`config.mk`:
```
export PLATFORM = sky130hd
export DESIGN_NAME = repeater_link_handshake_fsm
export DESIGN_NICKNAME = d
export VERILOG_FILES = /design/src/rtl/core/rlh_pkg.sv /design/src/rtl/core/rlh_front.sv /design/src/rtl/core/rlh_queue.sv /design/src/rtl/core/rlh_back.sv /design/src/rtl/core/repeater_link_handshake_fsm.sv
export SDC_FILE = /design/constraint.sdc
export NUM_CORES = 1
export LEC_CHECK = 0
export BUFFER_PORTS_ARGS = -buffer_cell sky130_fd_sc_hd__buf_4
export CELL_PAD_IN_SITES_DETAIL_PLACEMENT = 0
export CELL_PAD_IN_SITES_GLOBAL_PLACEMENT = 1
export CORE_UTILIZATION = 25
export CTS_CLUSTER_DIAMETER = 200
export DETAILED_ROUTE_END_ITERATION = 6
export GPL_TIMING_DRIVEN = 0
export PLACE_DENSITY_LB_ADDON = 0.1
export SKIP_CTS_REPAIR_TIMING = 1
export SYNTH_ARGS = -nofsm -noshare
export SYNTH_HDL_FRONTEND = slang
export SYNTH_SLANG_ARGS = --single-unit
```
`constraint.sdc`:
```
create_clock -name clk -period 20 [get_ports clk]
set_clock_uncertainty 0.2 [all_clocks]
set_input_delay 3 -clock clk [delete_from_list [all_inputs] [get_ports clk]]
set_output_delay 3 -clock clk [all_outputs]
set_load 0.05 [all_outputs]
```
`src/rtl/core/rlh_pkg.sv`:
```
`timescale 1ns / 1ps
// ----------------------------------------------------------------------------
// rlh_pkg
// Types and constants shared by the repeater link handshake block.
// ----------------------------------------------------------------------------
package rlh_pkg;

  localparam int TIMER_W    = 18;
  localparam int RETRY_W    = 16;
  localparam int MS_W       = 10;
  localparam int CFG_IDX_W  = 2;
  localparam int CFG_DATA_W = 18;
  localparam int MAX_RES    = 3;
  localparam int RES_CNT_W  = 2;

  // configuration register indexes
  localparam logic [CFG_IDX_W-1:0] CFG_GATEWAY_MODE    = 2'd0;
  localparam logic [CFG_IDX_W-1:0] CFG_OPTIONS_PRESENT = 2'd1;
  localparam logic [CFG_IDX_W-1:0] CFG_RETRY_PERIOD    = 2'd2;
  localparam logic [CFG_IDX_W-1:0] CFG_TIMEOUT_PERIOD  = 2'd3;

  localparam logic [RETRY_W-1:0] RETRY_PERIOD_RST   = 16'd10000;
  localparam logic [TIMER_W-1:0] TIMEOUT_PERIOD_RST = 18'd60000;

  // operations
  localparam logic [1:0] OP_TICK  = 2'd0;
  localparam logic [1:0] OP_OPEN  = 2'd1;
  localparam logic [1:0] OP_CLOSE = 2'd2;

  // received packet kinds
  localparam logic [3:0] RX_NONE  = 4'd0;
  localparam logic [3:0] RX_DATA  = 4'd1;
  localparam logic [3:0] RX_LINK  = 4'd2;
  localparam logic [3:0] RX_NAK   = 4'd5;
  localparam logic [3:0] RX_ACK   = 4'd6;
  localparam logic [3:0] RX_PONG  = 4'd7;
  localparam logic [3:0] RX_CLOSE = 4'd9;
  localparam logic [3:0] RX_ERROR = 4'd11;

  // packets to send
  localparam logic [2:0] TX_NONE    = 3'd0;
  localparam logic [2:0] TX_LOGIN   = 3'd1;
  localparam logic [2:0] TX_AUTH    = 3'd2;
  localparam logic [2:0] TX_CONFIG  = 3'd3;
  localparam logic [2:0] TX_OPTIONS = 3'd4;
  localparam logic [2:0] TX_PING    = 3'd5;
  localparam logic [2:0] TX_CLOSE   = 3'd6;

  // link status codes
  localparam logic [2:0] STS_CONNECT = 3'd0;
  localparam logic [2:0] STS_LOGIN   = 3'd1;
  localparam logic [2:0] STS_AUTH    = 3'd2;
  localparam logic [2:0] STS_CONFIG  = 3'd3;
  localparam logic [2:0] STS_OPTIONS = 3'd4;
  localparam logic [2:0] STS_RUNNING = 3'd5;

  typedef enum logic [5:0] {
    LS_CONNECT = 6'b000001,
    LS_LOGIN   = 6'b000010,
    LS_AUTH    = 6'b000100,
    LS_CONFIG  = 6'b001000,
    LS_OPTIONS = 6'b010000,
    LS_RUNNING = 6'b100000
  } link_st_t;

  typedef struct packed {
    logic [1:0]      op;
    logic [MS_W-1:0] elapsed_ms;
    logic [3:0]      rx_kind;
    logic            rx_from_peer;
    logic            open_ok;
    logic            send_ok;
  } in_item_t;

  typedef struct packed {
    logic [2:0] send_kind;
    logic [2:0] link_status;
    logic       deliver_frame;
    logic       last;
  } out_item_t;

  // results of one accepted transaction
  typedef struct packed {
    logic [RES_CNT_W-1:0]      count;
    logic [MAX_RES-1:0][2:0]   kind;
    logic [MAX_RES-1:0][2:0]   status;
    logic                      deliver;
  } cmd_t;

  typedef struct packed {
    logic full;
    logic empty;
  } q_stat_t;

endpackage

```
`src/rtl/core/rlh_front.sv`:
```
`timescale 1ns / 1ps
// ----------------------------------------------------------------------------
// rlh_front
// Accepts transactions and configuration writes, holds the link state and
// timers, and works out the packets that each transaction sends.
// ----------------------------------------------------------------------------
module rlh_front (
  input  logic                                clk,
  input  logic                                rst_n,
  input  logic                                in_valid,
  output logic                                in_ready,
  input  rlh_pkg::in_item_t                   in_data,
  input  logic                                cfg_valid,
  input  logic [rlh_pkg::CFG_IDX_W-1:0]       cfg_index,
  input  logic [rlh_pkg::CFG_DATA_W-1:0]      cfg_data,
  input  rlh_pkg::q_stat_t                    q_stat,
  output logic                                push,
  output rlh_pkg::cmd_t                       cmd
);

  typedef struct packed {
    rlh_pkg::link_st_t             state;
    logic                          sock;
    logic                          rr;
    logic [rlh_pkg::TIMER_W-1:0]   re;
    logic                          tr;
    logic [rlh_pkg::TIMER_W-1:0]   te;
  } ctx_t;

  typedef struct packed {
    ctx_t                                  c;
    logic [rlh_pkg::RES_CNT_W-1:0]         count;
    logic [rlh_pkg::MAX_RES-1:0][2:0]      kind;
    logic [rlh_pkg::MAX_RES-1:0][2:0]      status;
    logic                                  deliver;
  } step_t;

  ctx_t                          ctx_r, ctx_nxt;
  logic                          gw_r;
  logic                          opt_r;
  logic [rlh_pkg::RETRY_W-1:0]   retry_per_r;
  logic [rlh_pkg::TIMER_W-1:0]   tmo_per_r;
  step_t                         s;
  logic                          hit;
  logic                          closed;

  function automatic logic [2:0] status_f(rlh_pkg::link_st_t st);
    logic [2:0] r;
    case (st)
      rlh_pkg::LS_CONNECT: r = rlh_pkg::STS_CONNECT;
      rlh_pkg::LS_LOGIN:   r = rlh_pkg::STS_LOGIN;
      rlh_pkg::LS_AUTH:    r = rlh_pkg::STS_AUTH;
      rlh_pkg::LS_CONFIG:  r = rlh_pkg::STS_CONFIG;
      rlh_pkg::LS_OPTIONS: r = rlh_pkg::STS_OPTIONS;
      rlh_pkg::LS_RUNNING: r = rlh_pkg::STS_RUNNING;
      default:             r = rlh_pkg::STS_CONNECT;
    endcase
    return r;
  endfunction

  function automatic rlh_pkg::link_st_t idle_f(logic gw);
    return gw ? rlh_pkg::LS_CONFIG : rlh_pkg::LS_CONNECT;
  endfunction

  function automatic logic [rlh_pkg::TIMER_W-1:0] adv_f(
    logic run, logic [rlh_pkg::TIMER_W-1:0] cnt, logic [rlh_pkg::MS_W-1:0] ms);
    logic [rlh_pkg::TIMER_W:0] sum;
    sum = {1'b0, cnt} + (rlh_pkg::TIMER_W+1)'(ms);
    if (!run) return cnt;
    return sum[rlh_pkg::TIMER_W] ? '1 : sum[rlh_pkg::TIMER_W-1:0];
  endfunction

  function automatic logic exp_f(
    logic run, logic [rlh_pkg::TIMER_W-1:0] cnt, logic [rlh_pkg::TIMER_W-1:0] per);
    return run && (per != '0) && (cnt >= per);
  endfunction

  function automatic step_t emit_f(step_t si, logic [2:0] k);
    step_t r;
    r = si;
    if (r.count != '0) r.status[r.count - 2'd1] = status_f(r.c.state);
    if (r.count < rlh_pkg::RES_CNT_W'(rlh_pkg::MAX_RES)) begin
      r.kind[r.count]   = k;
      r.status[r.count] = status_f(r.c.state);
      r.count           = r.count + 2'd1;
    end
    return r;
  endfunction

  function automatic step_t restart_f(step_t si, rlh_pkg::link_st_t st);
    step_t r;
    r = si;
    r.c.state = st;
    r.c.tr    = 1'b1;
    r.c.te    = '0;
    r.c.rr    = 1'b1;
    r.c.re    = '0;
    return r;
  endfunction

  function automatic step_t open_f(step_t si, logic gw, logic ok, logic sok);
    step_t r;
    r = si;
    r.c.sock  = ok;
    r.c.state = idle_f(gw);
    r.c.tr    = 1'b0;
    r.c.te    = '0;
    if (ok && !gw) begin
      r = emit_f(r, rlh_pkg::TX_LOGIN);
      if (sok) begin
        r.c.state = rlh_pkg::LS_LOGIN;
        r.c.tr    = 1'b1;
      end
    end
    r.c.rr = 1'b1;
    r.c.re = '0;
    return r;
  endfunction

  function automatic step_t teardown_f(step_t si, logic gw);
    step_t r;
    r = si;
    if (!gw && r.c.state == rlh_pkg::LS_RUNNING) r = emit_f(r, rlh_pkg::TX_CLOSE);
    r.c.sock  = 1'b0;
    r.c.rr    = 1'b0;
    r.c.re    = '0;
    r.c.tr    = 1'b0;
    r.c.te    = '0;
    r.c.state = idle_f(gw);
    return r;
  endfunction

  function automatic step_t reconnect_f(step_t si, logic gw);
    step_t r;
    r = teardown_f(si, gw);
    r.c.state = rlh_pkg::LS_CONNECT;
    r.c.rr    = 1'b1;
    r.c.re    = '0;
    return r;
  endfunction

  function automatic step_t ack_f(step_t si, logic opt);
    step_t r;
    r = si;
    case (r.c.state)
      rlh_pkg::LS_LOGIN: begin
        r = emit_f(r, rlh_pkg::TX_AUTH);
        r = restart_f(r, rlh_pkg::LS_AUTH);
      end
      rlh_pkg::LS_AUTH: begin
        r = emit_f(r, rlh_pkg::TX_CONFIG);
        r = restart_f(r, rlh_pkg::LS_CONFIG);
      end
      rlh_pkg::LS_CONFIG: begin
        if (opt) begin
          r = emit_f(r, rlh_pkg::TX_OPTIONS);
          r = restart_f(r, rlh_pkg::LS_OPTIONS);
        end else begin
          r = restart_f(r, rlh_pkg::LS_RUNNING);
        end
      end
      rlh_pkg::LS_OPTIONS: r = restart_f(r, rlh_pkg::LS_RUNNING);
      default: ;
    endcase
    return r;
  endfunction

  assign in_ready = !q_stat.full;
  assign push     = in_valid && in_ready;

  always_comb begin
    s         = '0;
    s.c       = ctx_r;
    hit       = 1'b0;
    closed    = 1'b0;
    case (in_data.op)
      rlh_pkg::OP_TICK: begin
        if (!gw_r && s.c.state == rlh_pkg::LS_CONNECT) begin
          s.c.re = adv_f(s.c.rr, s.c.re, in_data.elapsed_ms);
          if (exp_f(s.c.rr, s.c.re, rlh_pkg::TIMER_W'(retry_per_r))) begin
            if (!s.c.sock) begin
              s = open_f(s, gw_r, in_data.open_ok, in_data.send_ok);
            end else begin
              s = emit_f(s, rlh_pkg::TX_LOGIN);
              if (in_data.send_ok) s = restart_f(s, rlh_pkg::LS_LOGIN);
            end
          end
        end else if (in_data.rx_kind == rlh_pkg::RX_ERROR) begin
          s = teardown_f(s, gw_r);
          if (gw_r) begin
            s = open_f(s, gw_r, in_data.open_ok, in_data.send_ok);
          end else begin
            s.c.rr = 1'b1;
            s.c.re = '0;
          end
        end else begin
          hit = (in_data.rx_kind != rlh_pkg::RX_NONE) && in_data.rx_from_peer;
          if (hit) begin
            if (gw_r) begin
              if (in_data.rx_kind == rlh_pkg::RX_DATA) begin
                s.deliver = 1'b1;
              end else if (in_data.rx_kind == rlh_pkg::RX_LINK) begin
                s.c.state = rlh_pkg::LS_RUNNING;
                s.c.rr    = 1'b0;
                s.c.re    = '0;
              end
            end else begin
              case (in_data.rx_kind)
                rlh_pkg::RX_DATA: begin
                  if (s.c.state != rlh_pkg::LS_RUNNING) s = restart_f(s, rlh_pkg::LS_RUNNING);
                  s.deliver = 1'b1;
                end
                rlh_pkg::RX_NAK:  s = restart_f(s, rlh_pkg::LS_LOGIN);
                rlh_pkg::RX_ACK:  s = ack_f(s, opt_r);
                rlh_pkg::RX_PONG: begin
                  s.c.tr = 1'b1;
                  s.c.te = '0;
                end
                rlh_pkg::RX_CLOSE: begin
                  s      = reconnect_f(s, gw_r);
                  closed = 1'b1;
                end
                default: ;
              endcase
            end
          end
          if (!closed) begin
            if (gw_r) begin
              if (s.c.state == rlh_pkg::LS_RUNNING) begin
                s.c.rr = 1'b0;
                s.c.re = '0;
              end else begin
                s.c.re = adv_f(s.c.rr, s.c.re, in_data.elapsed_ms);
                if (exp_f(s.c.rr, s.c.re, rlh_pkg::TIMER_W'(retry_per_r))) begin
                  s      = emit_f(s, rlh_pkg::TX_CONFIG);
                  s.c.rr = 1'b1;
                  s.c.re = '0;
                end
              end
            end else begin
              s.c.re = adv_f(s.c.rr, s.c.re, in_data.elapsed_ms);
              if (exp_f(s.c.rr, s.c.re, rlh_pkg::TIMER_W'(retry_per_r))) begin
                case (s.c.state)
                  rlh_pkg::LS_LOGIN:   s = emit_f(s, rlh_pkg::TX_LOGIN);
                  rlh_pkg::LS_AUTH:    s = emit_f(s, rlh_pkg::TX_AUTH);
                  rlh_pkg::LS_CONFIG:  s = emit_f(s, rlh_pkg::TX_CONFIG);
                  rlh_pkg::LS_OPTIONS: s = emit_f(s, rlh_pkg::TX_OPTIONS);
                  rlh_pkg::LS_RUNNING: s = emit_f(s, rlh_pkg::TX_PING);
                  default: ;
                endcase
                s.c.rr = 1'b1;
                s.c.re = '0;
              end
              s.c.te = adv_f(s.c.tr, s.c.te, in_data.elapsed_ms);
              if (exp_f(s.c.tr, s.c.te, tmo_per_r)) s = reconnect_f(s, gw_r);
            end
          end
        end
      end
      rlh_pkg::OP_OPEN:  s = open_f(s, gw_r, in_data.open_ok, in_data.send_ok);
      rlh_pkg::OP_CLOSE: s = teardown_f(s, gw_r);
      default: ;
    endcase
    if (s.count == '0) s = emit_f(s, rlh_pkg::TX_NONE);
    s.status[s.count - 2'd1] = status_f(s.c.state);
    ctx_nxt     = s.c;
    cmd.count   = s.count;
    cmd.kind    = s.kind;
    cmd.status  = s.status;
    cmd.deliver = s.deliver;
  end

  always_ff @(posedge clk) begin
    if (!rst_n) begin
      ctx_r.state <= rlh_pkg::LS_CONNECT;
      ctx_r.sock  <= 1'b0;
      ctx_r.rr    <= 1'b0;
      ctx_r.re    <= '0;
      ctx_r.tr    <= 1'b0;
      ctx_r.te    <= '0;
    end else if (push) begin
      ctx_r <= ctx_nxt;
    end
  end

  always_ff @(posedge clk) begin
    if (!rst_n) begin
      gw_r        <= 1'b0;
      opt_r       <= 1'b0;
      retry_per_r <= rlh_pkg::RETRY_PERIOD_RST;
      tmo_per_r   <= rlh_pkg::TIMEOUT_PERIOD_RST;
    end else if (cfg_valid) begin
      case (cfg_index)
        rlh_pkg::CFG_GATEWAY_MODE:    gw_r        <= cfg_data[0];
        rlh_pkg::CFG_OPTIONS_PRESENT: opt_r       <= cfg_data[0];
        rlh_pkg::CFG_RETRY_PERIOD:    retry_per_r <= cfg_data[rlh_pkg::RETRY_W-1:0];
        rlh_pkg::CFG_TIMEOUT_PERIOD:  tmo_per_r   <= cfg_data[rlh_pkg::TIMER_W-1:0];
        default: ;
      endcase
    end
  end

endmodule

```
`src/rtl/core/rlh_queue.sv`:
```
`timescale 1ns / 1ps
// ----------------------------------------------------------------------------
// rlh_queue
// Short register queue of transaction results between front and back.
// ----------------------------------------------------------------------------
module rlh_queue #(
  parameter int DEPTH = 2
) (
  input  logic               clk,
  input  logic               rst_n,
  input  logic               push,
  input  rlh_pkg::cmd_t      wr_cmd,
  input  logic               pop,
  output rlh_pkg::cmd_t      rd_cmd,
  output rlh_pkg::q_stat_t   q_stat
);

  localparam int PTR_W = (DEPTH > 1) ? $clog2(DEPTH) : 1;
  localparam int CNT_W = $clog2(DEPTH + 1);

  rlh_pkg::cmd_t      mem_r [DEPTH];
  logic [PTR_W-1:0]   wr_ptr_r, rd_ptr_r;
  logic [CNT_W-1:0]   cnt_r;

  function automatic logic [PTR_W-1:0] inc_f(logic [PTR_W-1:0] p);
    return (p == PTR_W'(DEPTH - 1)) ? '0 : p + 1'b1;
  endfunction

  assign rd_cmd       = mem_r[rd_ptr_r];
  assign q_stat.full  = (cnt_r == CNT_W'(DEPTH));
  assign q_stat.empty = (cnt_r == '0);

  always_ff @(posedge clk) begin
    if (push) mem_r[wr_ptr_r] <= wr_cmd;
  end

  always_ff @(posedge clk) begin
    if (!rst_n) begin
      wr_ptr_r <= '0;
      rd_ptr_r <= '0;
      cnt_r    <= '0;
    end else begin
      if (push) wr_ptr_r <= inc_f(wr_ptr_r);
      if (pop)  rd_ptr_r <= inc_f(rd_ptr_r);
      if (push && !pop)      cnt_r <= cnt_r + 1'b1;
      else if (pop && !push) cnt_r <= cnt_r - 1'b1;
    end
  end

endmodule

```
`src/rtl/core/rlh_back.sv`:
```
`timescale 1ns / 1ps
// ----------------------------------------------------------------------------
// rlh_back
// Sends the queued results of each transaction, one per cycle while out_ready
// is high, through an output register.
// ----------------------------------------------------------------------------
module rlh_back (
  input  logic                clk,
  input  logic                rst_n,
  input  rlh_pkg::cmd_t       rd_cmd,
  input  rlh_pkg::q_stat_t    q_stat,
  output logic                pop,
  output logic                out_valid,
  input  logic                out_ready,
  output rlh_pkg::out_item_t  out_data
);

  logic [rlh_pkg::RES_CNT_W-1:0] idx_r;
  logic                          out_valid_r;
  rlh_pkg::out_item_t            out_r;
  logic                          load;
  logic                          is_last;

  assign load    = !q_stat.empty && (!out_valid_r || out_ready);
  assign is_last = (idx_r == rd_cmd.count - 2'd1);
  assign pop     = load && is_last;

  assign out_valid = out_valid_r;
  assign out_data  = out_r;

  always_ff @(posedge clk) begin
    if (load) begin
      out_r.send_kind     <= rd_cmd.kind[idx_r];
      out_r.link_status   <= rd_cmd.status[idx_r];
      out_r.deliver_frame <= is_last && rd_cmd.deliver;
      out_r.last          <= is_last;
    end
  end

  always_ff @(posedge clk) begin
    if (!rst_n) begin
      idx_r       <= '0;
      out_valid_r <= 1'b0;
    end else begin
      if (load)           out_valid_r <= 1'b1;
      else if (out_ready) out_valid_r <= 1'b0;
      if (load) idx_r <= is_last ? '0 : idx_r + 2'd1;
    end
  end

endmodule

```
`src/rtl/core/repeater_link_handshake_fsm.sv`:
```
`timescale 1ns / 1ps
// ----------------------------------------------------------------------------
// repeater_link_handshake_fsm
// Client login handshake of a repeater link: connect, login, authorisation,
// config, options and running, with retry and timeout timers.
// ----------------------------------------------------------------------------
// first result of a transaction passes the queue, then the output register
// throughput: one transaction per cycle while the queue has room; the back
//   end sends one result per cycle while out_ready is high, and a transaction
//   gives 1 to 3 results depending on how many packets it sends
// reset: synchronous active low; link in connect, timers stopped, registers
//   at their defaults, queue and output empty
module repeater_link_handshake_fsm #(
  parameter int QUEUE_DEPTH = 2
) (
  input  logic                             clk,
  input  logic                             rst_n,
  input  logic                             in_valid,
  output logic                             in_ready,
  input  rlh_pkg::in_item_t                in_data,
  output logic                             out_valid,
  input  logic                             out_ready,
  output rlh_pkg::out_item_t               out_data,
  input  logic                             cfg_valid,
  output logic                             cfg_ready,
  input  logic [rlh_pkg::CFG_IDX_W-1:0]    cfg_index,
  input  logic [rlh_pkg::CFG_DATA_W-1:0]   cfg_data
);

  rlh_pkg::cmd_t     wr_cmd;
  rlh_pkg::cmd_t     rd_cmd;
  rlh_pkg::q_stat_t  q_stat;
  logic              push;
  logic              pop;

  assign cfg_ready = 1'b1;

  rlh_front u_front (
    .clk       (clk),
    .rst_n     (rst_n),
    .in_valid  (in_valid),
    .in_ready  (in_ready),
    .in_data   (in_data),
    .cfg_valid (cfg_valid),
    .cfg_index (cfg_index),
    .cfg_data  (cfg_data),
    .q_stat    (q_stat),
    .push      (push),
    .cmd       (wr_cmd)
  );

  rlh_queue #(
    .DEPTH (QUEUE_DEPTH)
  ) u_queue (
    .clk    (clk),
    .rst_n  (rst_n),
    .push   (push),
    .wr_cmd (wr_cmd),
    .pop    (pop),
    .rd_cmd (rd_cmd),
    .q_stat (q_stat)
  );

  rlh_back u_back (
    .clk       (clk),
    .rst_n     (rst_n),
    .rd_cmd    (rd_cmd),
    .q_stat    (q_stat),
    .pop       (pop),
    .out_valid (out_valid),
    .out_ready (out_ready),
    .out_data  (out_data)
  );

endmodule

```
Word-level counts from Yosys, hierarchy flattened
Memories as Yosys holds them, arrays and structs flattened. A register that Yosys moved wholly into a read port is not among the register bits. Index checks and enable logic that the tools add are counted.

Register bits: 96. RAM bits: 42. Input port bits: 44. Output and inout bits: 11. Word-level logic and storage cells: 553. Memories kept: 1.

Add/sub/neg operators: 18. Order comparisons: 27. Equality and inequality tests: 46. Muxes and demuxes: 367. Bitwise logic cells: 23. Reduce and logical (&&, ||, !) cells: 52.

Memories: u_queue.mem_r (depth 2, width 21, rd ports 1, clocked after memory_dff 1, write ports 1, RTL line rlh_queue.sv:21) `rlh_pkg::cmd_t mem_r [DEPTH];`.

Operators with widths (number): 2-to-1 mux 66 bit (22); 2-to-1 mux 9 bit (64); 2-to-1 mux 18 bit (28); 2-to-1 mux 3 bit (139); case mux 66 bit (4 select lines) (1); 2-to-1 mux 20 bit (10); case mux 66 bit (3 select lines) (1); bitwise mux 9 bit (19); 2-to-1 mux 59 bit (2); 2-to-1 mux 21 bit (5); case mux 21 bit (5 select lines) (1); case mux 26 bit (4 select lines) (1); 2-to-1 mux 40 bit (2); 2-to-1 mux 19 bit (4); case mux 19 bit (4 select lines) (1); case mux 3 bit (5 select lines) (5); case mux 21 bit (3 select lines) (1); adder 18 x 10 -> 19 bit (3); demux 3 bit (select 2 bit) (9); >= comparator 18 x 16 -> 1 bit (3); 2-to-1 mux 1 bit (39); 2-to-1 mux 39 bit (1); equality test 6 x 2 -> 1 bit, second input constant (6); equality test 6 x 3 -> 1 bit, second input constant (6); 43 further kinds (160).

Depth between registers and ports, before layout
Word-level depth: 102. Mapped depth: 33. Mapped depth without buffers: 30.

Hierarchy
From an unflattened synthesis, not the netlist that was laid out.

Cell total of the unflattened synthesis: 1371. Area, all modules: 11162.0 sq um.

By module, submodules not included: rlh_front (instances 1, cells each 1228, area each 8837.2 sq um, seq. area each 1621.6 sq um); rlh_queue (instances 1, cells each 87, area each 1726.7 sq um, seq. area each 1361.3 sq um); rlh_back (instances 1, cells each 54, area each 586.8 sq um, seq. area each 300.3 sq um); repeater_link_handshake_fsm (instances 1, cells each 2, area each 11.3 sq um, seq. area each 0.0 sq um).

Worst setup path before layout
Ideal clock, no wire load.

Path kind: input-to-reg. Start point: input port in_data[4] in the netlist's numbering. End point: memory u_queue.mem_r[0][11] in the netlist's numbering (data pin). Library setup time: 0.177 ns. Arrival: 8.814 ns. Required time: 19.623 ns. Setup slack: 10.810 ns. Stages: 31. Path buffers: 3. Cell sequence: buf_2 > nor4b_1 > nor3b_2 > nor2_1 > o21ai_0 > clkbuf_1 > nand2_1 > nor2_1 > inv_1 > fa_1 > nor2b_1 > o31a_1 > o211ai_1 > a221oi_4 > nand3_1 > and3_1 > ha_1 > nand2b_1 > a31oi_1 > o21ai_0 > a2111oi_0 > o21ai_0 > nor2b_1 > a211o_1 > buf_4 > inv_1 > ha_1 > nand2_1 > a211oi_1 > a31oi_2 > a221oi_2.

RTL lines: start: declaration (RTL line repeater_link_handshake_fsm.sv:20) `input rlh_pkg::in_item_t in_data,`; end: declaration (RTL line rlh_queue.sv:21).

==> metrics.txt <==
status finished, final reports clean; DRC viols 0; I/O pin total 55; Final ANT Viol Nets 0; Worst Tran Pin Value 0.990 ns; Hold Crit Start u_front.tmo_per_r[16]; max-slew violation count 0; register bit total from synthesis 135; Synth Cell Area 0.0107 mm2; Setup-failing EPs final 0; Inserted Clock Buffers 17; Hold Path Stages 2; Tot GR Track Use 19.0%; clock group share of total power 34.0%; initial antenna violation count 0; DR iter-0 viols 640; Yosys top cell area share 16.6%; drt via density 5.14; kind of critical path primary input to flip-flop; crit start category primary input; grt total ovfl 0; post-synthesis adder-cell area fraction 10.1%; Ys Warns 0; Tot Pwr 0.946 mW; pin count of the biggest net entering global routing 20; sw power 0.360 mW; Synth Area in XOR/XNOR 3.51%; Mean Syn Cell Area 8.10 um2; sequential area share after synthesis 29.5%; relative slew slack 34.0%; wire per inst 20.6 um; Mapped Cells 1324; number of cells on the worst reg-to-reg path 29; combinational share of power 30.8%; number of global-route vias before repair 9858; largest cells by area after synthesis dfxtp_1 17%, edfxtp_1 13%, ha_1 9.6%; Simple-Gate Fraction of Synth Area 23.4%; first-pass GRT wire length 61.5 mm; DP HPWL 32.0 mm; Async S/R FF share, synth 0%; Final period util 56.8%; CP arrival 11.43 ns; Hold Slack 0.260 ns; Max Cap Viol 0; final wirelength 40.1 mm; CTS HTree Levels 4; CTS root buffer clkbuf_16; die height 209 um; Peak VDD IR 0.0000772 V; Synth Flop Type dfxtp_1; final core occ 29.3%; WHS Endpoint u_front.tmo_per_r[16]; Cell variety after synth 104; Core ar. 0.0421 mm2; Hold Path Class flip-flop to flip-flop; TritonCTS clock tree built; Ant. Diodes 0; top post-synthesis cells by count 159 x nand2_1, 124 x nor2_1, 97 x a21oi_1; reg2reg setup slack 10.89 ns; CP max stage delay 0.65 ns; Compound-Gate Fraction of Synth Area 25.0%; Int Pwr 0.586 mW; most common cell in the netlist nand2_1; EDFF count, synth 46; FP Rows 75; switching share of power 38.1%; Sequential Power Share 35.2%; min cycle time layout 11.35 ns; Die W 209 um; final hold viol count 0; unrepaired setup endpoints after global routing no; RD Place Congestion 0.843; DR pass1 iterations 7; Initial Utilization 25.5%; P&R area growth vs syn 15.1%; IO Port Bufs 48; share of cells above drive strength 1 10.9%; CTS max path bufs 2; nets@finish 1522; Slowest cell on crit path a2111oi_0; Leakage 4.79 nW; worst reg2reg startpoint u_front.ctx_r[39]; Power Dens Cells 76.5 mW/mm2; Worst Path Max Fanout 10; type of destination of the critical path flip-flop; overall via count from detail_route 10004; clock sink count 135; cell taking the most area after synthesis dfxtp_1; Final TNS setup 0 ns; clk_lat worst skew 0.48 ns; FMAX 88.1 MHz; largest family of logic cells by synthesized area compound AO/OA/AOI/OAI gates; post-synthesis mux area share 3.28%; Reg clk slew, reported paths 0.07 ns; Die ar. 0.0438 mm2; Worst path most repeated cell o21ai_0; Critical Path RT 20.08 ns; R2R Path End u_queue.mem_r[1][7]
## layer usage
layer  part of all wire, %  track usage [%]  routed length (um)  vias up
met3                   3.2             3.70                1290       30
met4                   1.6             5.70                 656        0
li1                      -                -                   -     5026
met2                    46             31.0               18600      161
met5                     0                0                   0        -
met1                    49             25.2               19500     4787
## through the flow
stage | setup slack [ns] | instances | cell area, um2
2_1_floorplan | 10.81 | 1325 | 10700
3_3_place_gp | 8.20 | 1912 | 11800
3_5_place_dp | 8.34 | 1913 | 11800
4_1_cts | 8.80 | 1945 | 12400
5_1_grt | 7.89 | 1945 | 12400
6_report | 8.65 | 1945 | 12400
## layout make-up
cell class,count,area (um2)
clock inverters,14,130
multi-input cells,1058,7020
well taps,539,674
clock buffers,18,439
inverters,68,260
flip-flops and latches,135,3160
plain buffers,64,290
fillers,4565,29800
repair buffers,49,375
## kinds of logic (layout without fill, tap and decap cells)
kind of cell	after synthesis	in the layout
xor+xnor	43	43
buf+inv	132	213
simple gates	511	511
other cells	2	3
fa+ha+maj	85	85
flops	135	135
mux	27	27
compound gates	389	389
## critical path, delay by kind of cell
family | cells | cell delay [ns]
AOI/OAI and AO/OA | 13 | 3.70
adders and majority gates | 3 | 1.03
buffers and inverters | 6 | 1.04
and+or+nand+nor | 10 | 2.65
## state kept, by name (all words and copies together), names as in the netlist, named ones only
| name | cells |
|---|---|
| u_back.idx_r | 2 |
| u_back.out_data | 8 |
| u_back.out_valid | 1 |
| u_front.ctx_r | 45 |
| u_front.gw_r | 1 |
| u_front.opt_r | 1 |
| u_front.retry_per_r | 16 |
| u_front.tmo_per_r | 18 |
| u_queue.cnt_r | 2 |
| u_queue.mem_r | 38 |
| u_queue.rd_ptr_r | 1 |
| u_queue.wr_ptr_r | 1 |
## layout by cell type (no fill, tap or decap), drive strengths merged, types with 28 or more instances in the layout
| master | n |
|---|---|
| nand3 | 41 |
| a21oi | 99 |
| nand2 | 159 |
| inv | 74 |
| clkbuf | 58 |
| and3 | 28 |
| nor2 | 125 |
| buf | 73 |
| edfxtp | 46 |
| nor3 | 34 |
| dfxtp | 89 |
| ha | 82 |
| o21ai | 81 |
## power by group through the flow
stage	clock [mW]	combinational, mW	sequential [mW]
2_1_floorplan	0	0.169	0.367
3_3_place_gp	0	0.294	0.339
3_5_place_dp	0	0.295	0.339
4_1_cts	0.334	0.296	0.333
5_1_grt	0.343	0.322	0.336
6_report	0.322	0.291	0.333
## worst max path at each step
stage,startpoint,end,slack [ns]
after floorplan,in_data[4],u_queue.mem_r[0][11],10.81
after global placement,in_data[5],u_queue.mem_r[0][1],8.20
after detailed placement,in_data[5],u_queue.mem_r[0][11],8.34
after CTS,in_data[5],u_queue.mem_r[1][11],8.80
after global routing,in_data[5],u_queue.mem_r[1][11],7.89
final,in_data[5],u_queue.mem_r[1][11],8.65
(Power assumes the default switching activity.)
